File: src/rtl/modular_arithmetic_unit_macros.svh
// Assertion macros for the modular arithmetic unit
`ifndef MODULAR_ARITHMETIC_UNIT_MACROS_SVH
`define MODULAR_ARITHMETIC_UNIT_MACROS_SVH

// implication checked on every clock edge outside reset
`define MAU_ASSERT_IMP(label, clk, rst_n, ante, cons) \
	label: assert property (@(posedge clk) disable iff (!rst_n) (ante) |-> (cons)) \
		else $error("assertion failed");

// implication checked in the cycle after the antecedent
`define MAU_ASSERT_NEXT(label, clk, rst_n, ante, cons) \
	label: assert property (@(posedge clk) disable iff (!rst_n) (ante) |=> (cons)) \
		else $error("assertion failed");

`endif

File: src/rtl/mau_pkg.sv
`timescale 1ns / 1ps
package mau_pkg;
	localparam logic [2:0] KIND_MUL = 3'd0;
	localparam logic [2:0] KIND_ADD = 3'd1;
	localparam logic [2:0] KIND_SUB = 3'd2;
	localparam logic [2:0] KIND_NEG = 3'd3;
	localparam logic [2:0] KIND_INV = 3'd4;
	localparam logic [2:0] KIND_DIV = 3'd5;
	localparam logic [2:0] KIND_POW = 3'd6;
	localparam logic [2:0] KIND_RED = 3'd7;
	localparam logic [30:0] MODULUS_RESET = 31'd998244353;
endpackage

File: src/rtl/modular_arithmetic_unit.sv
`timescale 1ns / 1ps
// Modular arithmetic unit: one item at a time, in_stall high until the result is registered.
// Operands reduced by restoring division, RESIDUE_BITS steps each (64 for signed
// reduce); a modular multiply holds the sequencer until the shared multiplier is done.
// Pow: per exponent bit, a multiply by the base when the bit is set, then a square;
// inverse and divide run shift-subtract extended Euclid.
// Async active-low reset sets modulus to 998244353 and empties the block.
module modular_arithmetic_unit #(
	parameter int RESIDUE_BITS  = 31,
	parameter int EXPONENT_BITS = 64
) (
	input  logic                     clk,
	input  logic                     arst_n,
	input  logic                     cfg_we,
	input  logic [30:0]              cfg_wdata,
	input  logic                     in_valid,
	output logic                     in_stall,
	input  logic [2:0]               kind,
	input  logic [RESIDUE_BITS-1:0]  operand_a,
	input  logic [RESIDUE_BITS-1:0]  operand_b,
	input  logic [EXPONENT_BITS-1:0] exponent,
	input  logic signed [63:0]       signed_value,
	output logic                     out_valid,
	input  logic                     out_stall,
	output logic [RESIDUE_BITS-1:0]  result,
	output logic                     no_inverse
);
	`include "modular_arithmetic_unit_macros.svh"
	localparam int W = RESIDUE_BITS;
	localparam int EW = EXPONENT_BITS;
	localparam int DW = 64;              // dividend width for reductions
	localparam int KW = $clog2(W);       // shift amount width for Euclid

	// sequencer states
	localparam logic [3:0] ST_IDLE  = 4'd0;
	localparam logic [3:0] ST_REDA  = 4'd1;  // reduce a (or signed value)
	localparam logic [3:0] ST_REDB  = 4'd2;
	localparam logic [3:0] ST_DISP  = 4'd3;
	localparam logic [3:0] ST_MUL   = 4'd4;  // wait on multiplier
	localparam logic [3:0] ST_PBIT  = 4'd5;  // pow bit step
	localparam logic [3:0] ST_EUC   = 4'd6;  // Euclid step
	localparam logic [3:0] ST_EUCF  = 4'd7;
	localparam logic [3:0] ST_OUT   = 4'd8;
	localparam logic [3:0] ST_PSQ   = 4'd9;  // pow: multiply/square pending

	logic [30:0] modulus_q;
	logic [3:0] st_q;
	logic [2:0] kind_q;
	logic [W-1:0] m;
	logic [DW-1:0] dvd_q;       // dividend being reduced, shifted out MSB first
	logic [W:0] rem_q;
	logic [6:0] rcnt_q;
	logic neg_q;
	logic [W-1:0] a_q, b_q, r_q;
	logic [EW-1:0] e_q;
	logic flag_q;
	logic mphase_q;             // 0 pow multiply, 1 pow square
	// extended Euclid: remainders s,t with coefficients c0,c1 of the operand
	logic [W-1:0] s_q, t_q;
	logic signed [W+2:0] c0_q, c1_q;
	logic [W-1:0] x1_q;         // inverse once Euclid finishes
	logic [W-1:0] result_q;
	logic no_inv_q;

	assign m = (modulus_q[W-1:0] == '0) ? W'(1) : modulus_q[W-1:0];

	// one shared multiplier
	logic mul_start, mul_busy, mul_done;
	logic [W-1:0] mul_a, mul_b, mul_p;
	mau_modmul #(.W(W)) u_mul (
		.clk(clk), .arst_n(arst_n), .start(mul_start), .a(mul_a), .b(mul_b),
		.m(m), .busy(mul_busy), .done(mul_done), .p(mul_p)
	);

	// restoring reduction step
	logic [W+1:0] rsh;
	logic [W:0] rnext;
	always_comb begin
		rsh = {rem_q, dvd_q[DW-1]};
		if (rsh >= {2'b0, m}) rnext = (W+1)'(rsh - {2'b0, m});
		else rnext = rsh[W:0];
	end

	function automatic logic [W-1:0] sub_mod(input logic [W-1:0] x, input logic [W-1:0] y,
		input logic [W-1:0] mm);
		logic [W:0] t;
		t = {1'b0, x} - {1'b0, y};
		if (t[W]) t = t + {1'b0, mm};
		return t[W-1:0];
	endfunction

	function automatic logic [KW-1:0] msb_pos(input logic [W-1:0] x);
		logic [KW-1:0] p;
		p = '0;
		for (int i = 0; i < W; i++)
			if (x[i]) p = KW'(i);
		return p;
	endfunction

	// largest t << k not above s (used only while s >= t > 0)
	logic [KW-1:0] sh_k;
	logic [W:0] t_sh;
	always_comb begin
		sh_k = msb_pos(s_q) - msb_pos(t_q);
		t_sh = {1'b0, t_q} << sh_k;
		if (t_sh > {1'b0, s_q}) begin
			sh_k = sh_k - 1'b1;
			t_sh = t_sh >> 1;
		end
	end

	// final coefficient folded into 0 .. m-1
	logic signed [W+2:0] c_fix;
	assign c_fix = c0_q[W+2] ? (c0_q + $signed({3'b0, m})) : c0_q;

	logic [W:0] addt;
	logic [W-1:0] add_r;
	always_comb begin
		addt = {1'b0, a_q} + {1'b0, b_q};
		if (addt >= {1'b0, m}) addt = addt - {1'b0, m};
		add_r = addt[W-1:0];
	end

	logic in_acc;
	assign in_stall = (st_q != ST_IDLE);
	assign in_acc = in_valid && !in_stall;
	// pow: r*a when the exponent bit is set, otherwise (and in PSQ) a*a
	assign mul_a = (st_q == ST_PBIT && e_q[0]) ? r_q : a_q;
	assign mul_b = (kind_q == mau_pkg::KIND_DIV) ? x1_q : ((kind_q == mau_pkg::KIND_MUL) ? b_q : a_q);

	always_comb begin
		mul_start = 1'b0;
		if (st_q == ST_DISP && kind_q == mau_pkg::KIND_MUL) mul_start = 1'b1;
		if (st_q == ST_PBIT && e_q != '0) mul_start = 1'b1;
		if (st_q == ST_PSQ && mul_done && !mphase_q) mul_start = 1'b1;
		if (st_q == ST_EUCF && kind_q == mau_pkg::KIND_DIV && !flag_q) mul_start = 1'b1;
	end

	always_ff @(posedge clk or negedge arst_n) begin
		if (!arst_n) begin
			modulus_q <= mau_pkg::MODULUS_RESET;
			st_q <= ST_IDLE;
			out_valid <= 1'b0;
			result_q <= '0;
			no_inv_q <= 1'b0;
		end else begin
			if (cfg_we) modulus_q <= cfg_wdata;
			case (st_q)
				ST_IDLE: if (in_acc) st_q <= ST_REDA;
				ST_REDA: if (rcnt_q == 7'd1)
					st_q <= (kind_q == mau_pkg::KIND_RED) ? ST_OUT : ST_REDB;
				ST_REDB: if (rcnt_q == 7'd1) st_q <= ST_DISP;
				ST_DISP: begin
					case (kind_q)
						mau_pkg::KIND_MUL: st_q <= ST_MUL;
						mau_pkg::KIND_POW: st_q <= ST_PBIT;
						mau_pkg::KIND_INV, mau_pkg::KIND_DIV: st_q <= ST_EUC;
						default: st_q <= ST_OUT;
					endcase
				end
				ST_MUL: if (mul_done) st_q <= ST_OUT;
				ST_PBIT: st_q <= (e_q == '0) ? ST_OUT : ST_PSQ;
				ST_PSQ: if (mul_done && mphase_q) st_q <= ST_PBIT;
				ST_EUC: if (t_q == '0) st_q <= ST_EUCF;
				ST_EUCF: st_q <= (kind_q == mau_pkg::KIND_DIV && !flag_q) ? ST_MUL : ST_OUT;
				ST_OUT: begin
					// output register frees the core while a result waits
					if (!out_valid || !out_stall) begin
						out_valid <= 1'b1;
						result_q <= r_q;
						no_inv_q <= flag_q && (kind_q == mau_pkg::KIND_INV ||
							kind_q == mau_pkg::KIND_DIV);
						st_q <= ST_IDLE;
					end
				end
				default: st_q <= ST_IDLE;
			endcase
			if (out_valid && !out_stall && st_q != ST_OUT) out_valid <= 1'b0;
		end
	end

	// datapath
	logic [63:0] mag;
	assign mag = signed_value[63] ? (64'd0 - signed_value) : signed_value;

	always_ff @(posedge clk) begin
		case (st_q)
			ST_IDLE: if (in_acc) begin
				kind_q <= kind;
				a_q <= operand_a;
				b_q <= operand_b;
				e_q <= exponent;
				flag_q <= 1'b0;
				rem_q <= '0;
				rcnt_q <= (kind == mau_pkg::KIND_RED) ? 7'd64 : 7'(W);
				neg_q <= (kind == mau_pkg::KIND_RED) && signed_value[63];
				dvd_q <= (kind == mau_pkg::KIND_RED) ? mag : DW'(operand_a) << (DW - W);
			end
			ST_REDA: begin
				if (rcnt_q == 7'd1) begin
					if (kind_q == mau_pkg::KIND_RED)
						r_q <= (neg_q && rnext != '0) ? W'({1'b0, m} - rnext) : rnext[W-1:0];
					else a_q <= rnext[W-1:0];
					rem_q <= '0;
					rcnt_q <= 7'(W);
					dvd_q <= DW'(b_q) << (DW - W);
				end else begin
					rem_q <= rnext;
					dvd_q <= {dvd_q[DW-2:0], 1'b0};
					rcnt_q <= rcnt_q - 1'b1;
				end
			end
			ST_REDB: begin
				rem_q <= rnext;
				dvd_q <= {dvd_q[DW-2:0], 1'b0};
				rcnt_q <= rcnt_q - 1'b1;
				if (rcnt_q == 7'd1) b_q <= rnext[W-1:0];
			end
			ST_DISP: begin
				mphase_q <= 1'b0;
				case (kind_q)
					mau_pkg::KIND_ADD: r_q <= add_r;
					mau_pkg::KIND_SUB: r_q <= sub_mod(a_q, b_q, m);
					mau_pkg::KIND_NEG: r_q <= sub_mod('0, a_q, m);
					mau_pkg::KIND_DIV: begin
						s_q <= m; t_q <= b_q; c0_q <= '0; c1_q <= (W+3)'(1);
					end
					mau_pkg::KIND_INV: begin
						s_q <= m; t_q <= a_q; c0_q <= '0; c1_q <= (W+3)'(1);
					end
					default: r_q <= (m == W'(1)) ? '0 : W'(1);
				endcase
			end
			ST_MUL: if (mul_done) r_q <= mul_p;
			ST_PBIT: mphase_q <= ~e_q[0];
			ST_PSQ: begin
				if (mul_done) begin
					if (!mphase_q) begin
						r_q <= mul_p;
						mphase_q <= 1'b1;
					end else begin
						a_q <= mul_p;
						e_q <= e_q >> 1;
					end
				end
			end
			ST_EUC: begin
				// gcd lands in s; zero operand leaves s = m
				if (t_q == '0) begin
					flag_q <= (s_q != W'(1));
					x1_q <= c_fix[W-1:0];
				end else if (s_q >= t_q) begin
					s_q <= s_q - t_sh[W-1:0];
					c0_q <= c0_q - (c1_q <<< sh_k);
				end else begin
					s_q <= t_q;
					t_q <= s_q;
					c0_q <= c1_q;
					c1_q <= c0_q;
				end
			end
			ST_EUCF: r_q <= flag_q ? '0 : x1_q;
			default: ;
		endcase
	end

	assign result = result_q;
	assign no_inverse = no_inv_q;

	`MAU_ASSERT_IMP(a_stall_busy, clk, arst_n, st_q != ST_IDLE, in_stall)
	`MAU_ASSERT_NEXT(a_accept_leaves_idle, clk, arst_n, in_acc, st_q == ST_REDA)
	`MAU_ASSERT_IMP(a_result_in_range, clk, arst_n, out_valid, result < m || m == W'(1))
	`MAU_ASSERT_IMP(a_mul_idle_on_start, clk, arst_n, mul_start, !mul_busy)
endmodule

File: src/rtl/mau_modmul.sv
`timescale 1ns / 1ps
// Shift-add modular multiplier: one bit of b per cycle, MSB first.
// Inputs must be reduced (a, b < m).
module mau_modmul #(
	parameter int W = 31
) (
	input  logic         clk,
	input  logic         arst_n,
	input  logic         start,
	input  logic [W-1:0] a,
	input  logic [W-1:0] b,
	input  logic [W-1:0] m,
	output logic         busy,
	output logic         done,
	output logic [W-1:0] p
);
	localparam int CW = $clog2(W + 1);
	logic [W-1:0] acc_q, a_q, b_q;
	logic [CW-1:0] cnt_q;
	logic busy_q, done_q;
	logic [W+1:0] dbl, sum;
	logic [W:0] r1;

	always_comb begin
		dbl = {1'b0, acc_q, 1'b0};
		if (dbl >= {2'b0, m}) dbl = dbl - {2'b0, m};
		sum = dbl + (b_q[W-1] ? {2'b0, a_q} : '0);
		if (sum >= {2'b0, m}) sum = sum - {2'b0, m};
		r1 = sum[W:0];
	end

	always_ff @(posedge clk or negedge arst_n) begin
		if (!arst_n) begin
			busy_q <= 1'b0;
			done_q <= 1'b0;
			cnt_q <= '0;
		end else begin
			done_q <= 1'b0;
			if (start) begin
				busy_q <= 1'b1;
				cnt_q <= CW'(W);
			end else if (busy_q) begin
				cnt_q <= cnt_q - 1'b1;
				if (cnt_q == CW'(1)) begin
					busy_q <= 1'b0;
					done_q <= 1'b1;
				end
			end
		end
	end

	always_ff @(posedge clk) begin
		if (start) begin
			acc_q <= '0;
			a_q <= a;
			b_q <= b;
		end else if (busy_q) begin
			acc_q <= r1[W-1:0];
			b_q <= {b_q[W-2:0], 1'b0};
		end
	end

	assign busy = busy_q;
	assign done = done_q;
	assign p = acc_q;
endmodule
File: config.mk
export PLATFORM = sky130hd
export DESIGN_NAME = modular_arithmetic_unit
export DESIGN_NICKNAME = d
export VERILOG_FILES = /design/src/rtl/mau_pkg.sv /design/src/rtl/modular_arithmetic_unit.sv /design/src/rtl/mau_modmul.sv
export VERILOG_INCLUDE_DIRS = /design/src /design/src/rtl
export SDC_FILE = /design/constraint.sdc
export NUM_CORES = 2
export LEC_CHECK = 0
export ABC_AREA = 1
export BUFFER_PORTS_ARGS = -buffer_cell sky130_fd_sc_hd__buf_2
export CAP_MARGIN = 20
export CORE_MARGIN = 10
export CORE_UTILIZATION = 40
export CTS_CLUSTER_DIAMETER = 100
export DETAILED_ROUTE_END_ITERATION = 8
export PLACE_DENSITY = 0.59
export SLEW_MARGIN = 20
export SYNTH_ARGS = -nofsm -noshare
export SYNTH_HDL_FRONTEND = slang
export SYNTH_SLANG_ARGS = --single-unit
File: constraint.sdc
create_clock -name clk -period 23.4 [get_ports clk]
set_clock_uncertainty 0.05 [all_clocks]
set_input_delay 4.68 -clock clk [delete_from_list [all_inputs] [get_ports clk]]
set_output_delay 4.68 -clock clk [all_outputs]
set_load 0.02 [all_outputs]
==> impl_metrics.csv <==
group,metric,value,unit
status,outcome,"complete, no violations",
logic_synthesis,synth_nets,8001,
placement,place_area,57000,sq um
finish,final_area,59640,sq um
floorplan,die_w,386.9,microns
sta,worst_slack,9.754,ns
grt,grt_first_pass_wirelength,327.9,mm
setup_path,cp_top_family,"compound AO/OA/AOI/OAI gates",
min_path,whs_path_depth,2,
sta,setup_tns,0,ns
cts,cts_sinks,595,
finish,seqCellArea,17190,sq um
setup_path,worst_setup_path_start_kind,"register",
setup_path,cp_slowest_stage_delay,0.84,ns
finish,fill_cells,13650,
floorplan,rows,134,
routing,viasPerCell,5.704,
finish,multi_input_area,32440,sq um
routing,routed_wl,224.5,mm
routing,postRouteAntennaNets,0,
routing,remaining_drc_errors,0,
routing,num_vias,52750,
cts,h-tree-depth,3,
setup_path,path_buf_inv,7,
cts,cts_buffer_depth,3,
logic_synthesis,syn-cell-area,53860,sq um
setup_path,arrival,14.03,ns
setup_path,worstSetupPathType,"register to register",
setup_path,crit_path_end_kind,"register",
setup_path,cp_max_fo,49,
logic_synthesis,synthCells,7286,
cts,clk_latency,0.70,ns
setup_path,slowest_stage,"inv_1",
cts,clk_transition_reported_paths,0.05,ns
cts,cts_tree,"yes",
sta,period_needed,13.65,ns
sta,rsz0062_at_grt,"false",
placement,place_congestion,0.9960,
placement,io_buffers,262,
finish,layout-drive-gt1-share,0.08522,
cts,ctsHoldBuffers,0,
logic_synthesis,ys_types,76,
logic_synthesis,yosysSeqAreaShare,0.3192,
sta,fin_crit_sh,0.5832,
floorplan,dieArea,149700,sq um
sta,finalHoldViolations,0,
logic_synthesis,syn_area_per_cell,7.392,sq um
setup_path,crit_cells,71,
floorplan,die_h,386.9,microns
logic_synthesis,ys.flop_type,"edfxtp_1",
sta,max_freq,73.28,MHz
setup_path,reg2regPathDepth,71,
floorplan,initial_core_util,0.4031,
sta,relSlewSlack,0.1925,
routing,first_pass_iters,6,
routing,drt_iter0_drc,5650,
placement,hpwl,182.2,mm
placement,place_ws,9.982,ns
finish,fin_nets,8127,
grt,grt_overflow,0,
sta,maxSlewViolCount,0,
logic_synthesis,synth_seq_cells,595,
cts,root_buffer,"clkbuf_16",
floorplan,ios,263,
flow_run,maxCapViolations,0,
setup_path,cpMostUsedCell,"o21ai_0",
cts,cts_resized,0,
setup_path,required,23.78,ns
finish,areaGrowthSynthToFinish,10.74,%
logic_synthesis,yosys_warnings,0,
routing,wire_per_inst,24.28,microns
grt,grt_pass1_vias,49290,
finish,final_util,0.4464,
logic_synthesis,synth_edf_count,489,
min_path,min-delay-path-class,"register to register",
sta,setup_violations,0,
sta,tightest_slew,1.202,ns
grt,grt_start_max_net_pins,83,
grt,antenna_found_initial,15,
cts,cts_post_setup_buffers_inserted,0,
logic_synthesis,async_flop_share,0.1261,
floorplan,coreArea,133600,sq um
grt,grt_usage,0.2870,
cts,cts_buffers,77,
-- registers in the layout, summed over array words and instances, names as in the netlist, 4 cells and up --
name and flops:
e_q 64, r_q 31, u_mul.b_q 31, u_mul.cnt_q 5
a_q 31, u_mul.a_q 31, x1_q 31, u_mul.p 31
rem_q 32, dvd_q 64, result 31, s_q 31
c0_q 34, b_q 31, st_q 4, t_q 31
c1_q 34, modulus_q 31, rcnt_q 7
-- per-stage QoR --
stage,std cells,hold WS [ns]
floorplan,7286,0.3945
global placement,9101,0.4095
CTS,9243,0.4290
detailed placement,9101,0.4118
finish,9247,0.4231
global route,9243,0.4440
-- cell usage in the layout (no fill, tap or decap), types with 142 or more instances in the layout --
| master | synthesis | routed |
|---|---|---|
| inv_1 | 794 | 789 |
| a21oi_1 | 707 | 704 |
| o21ai_0 | 706 | 705 |
| nand2_1 | 1684 | 1679 |
| nor2_1 | 418 | 412 |
| ha_1 | 472 | 471 |
| xor2_1 | 258 | 257 |
| xnor2_1 | 143 | 142 |
| edfxtp_1 | 489 | 489 |
| nand3_1 | 261 | 259 |
| buf_2 | 33 | 261 |
-- path summary, 6_finish.rpt --
check / start / endpoint / slack, ns
max: t_q[1]$_DFFE_PP_ / c0_q[33]$_SDFFCE_PN0P_ / 9.75
min: r_q[27]$_DFFE_PP_ / result[27]$_DFFE_PN0P_ / 0.42
max reg2reg: t_q[1]$_DFFE_PP_ / c0_q[33]$_SDFFCE_PN0P_ / 9.75
min reg2reg: r_q[27]$_DFFE_PP_ / result[27]$_DFFE_PN0P_ / 0.42
max in group asynchronous: arst_n / result[20]$_DFFE_PN0P_ / 18.21
min in group asynchronous: arst_n / u_mul.done$_DFF_PN0_ / 3.99
-- cell type report --
class | count | area share
sequential | 595 | 0.2882
clock inverter | 37 | 0.008412
timing repair buffer | 366 | 0.03512
tap | 1768 | 0.03709
clock buffer | 105 | 0.03575
antenna | 4 | 0.0001678
multi-input combinational | 5558 | 0.5439
inverter | 814 | 0.05133
-- cells by family (layout without fill, tap and decap cells) --
group,after synthesis,count (layout),share of synthesized area
other cells,0,4,0
simple gates,2642,2642,0.2030
xor+xnor,403,403,0.06582
compound gates,1986,1986,0.2079
mux,41,41,0.007620
buf+inv,1133,1322,0.08168
flops,595,595,0.3192
fa+ha+maj,486,486,0.1149
-- cell usage after synthesis, types with 28 or more instances --
| cell type | number | area [sq um] |
|---|---|---|
| a21oi_1 | 707 | 3538 |
| a31oi_1 | 50 | 312.8 |
| buf_2 | 33 | 165.2 |
| clkbuf_1 | 248 | 930.9 |
| dfrtp_1 | 68 | 1702 |
| dfxtp_1 | 31 | 620.6 |
| edfxtp_1 | 489 | 14680 |
| ha_1 | 472 | 5906 |
| inv_1 | 794 | 2980 |
| mux2i_1 | 41 | 410.4 |
| nand2_1 | 1684 | 6321 |
| nand3_1 | 261 | 1306 |
| nand4_1 | 82 | 513.0 |
| nor2_1 | 418 | 1569 |
| nor3_1 | 60 | 300.3 |
| nor4_1 | 58 | 362.9 |
| o211ai_1 | 129 | 968.4 |
| o21ai_0 | 706 | 3533 |
| o21ai_1 | 124 | 620.6 |
| o21bai_1 | 28 | 210.2 |
| o221ai_1 | 40 | 350.3 |
| o22ai_1 | 33 | 206.5 |
| xnor2_1 | 143 | 1252 |
| xor2_1 | 258 | 2260 |
-- per-layer routing --
layer  track usage  wire length (microns)  vias to the layer above
met2        0.4587                 100400                     2187
li1              -                      -                    25320
met5             0                     58                        -
met3       0.05197                  16990                      389
met1        0.3835                  97360                    24840
met4        0.1091                   9717                        8
-- tightest hold or removal path, cell delays in order, from the launching register on --
cell      delay, ns
edfxtp_1       0.34
nand2_1        0.06
nand2_1        0.05
Power is not shown: default switching activity piles up to over one toggle a cycle in this logic, so the estimate is an artifact.
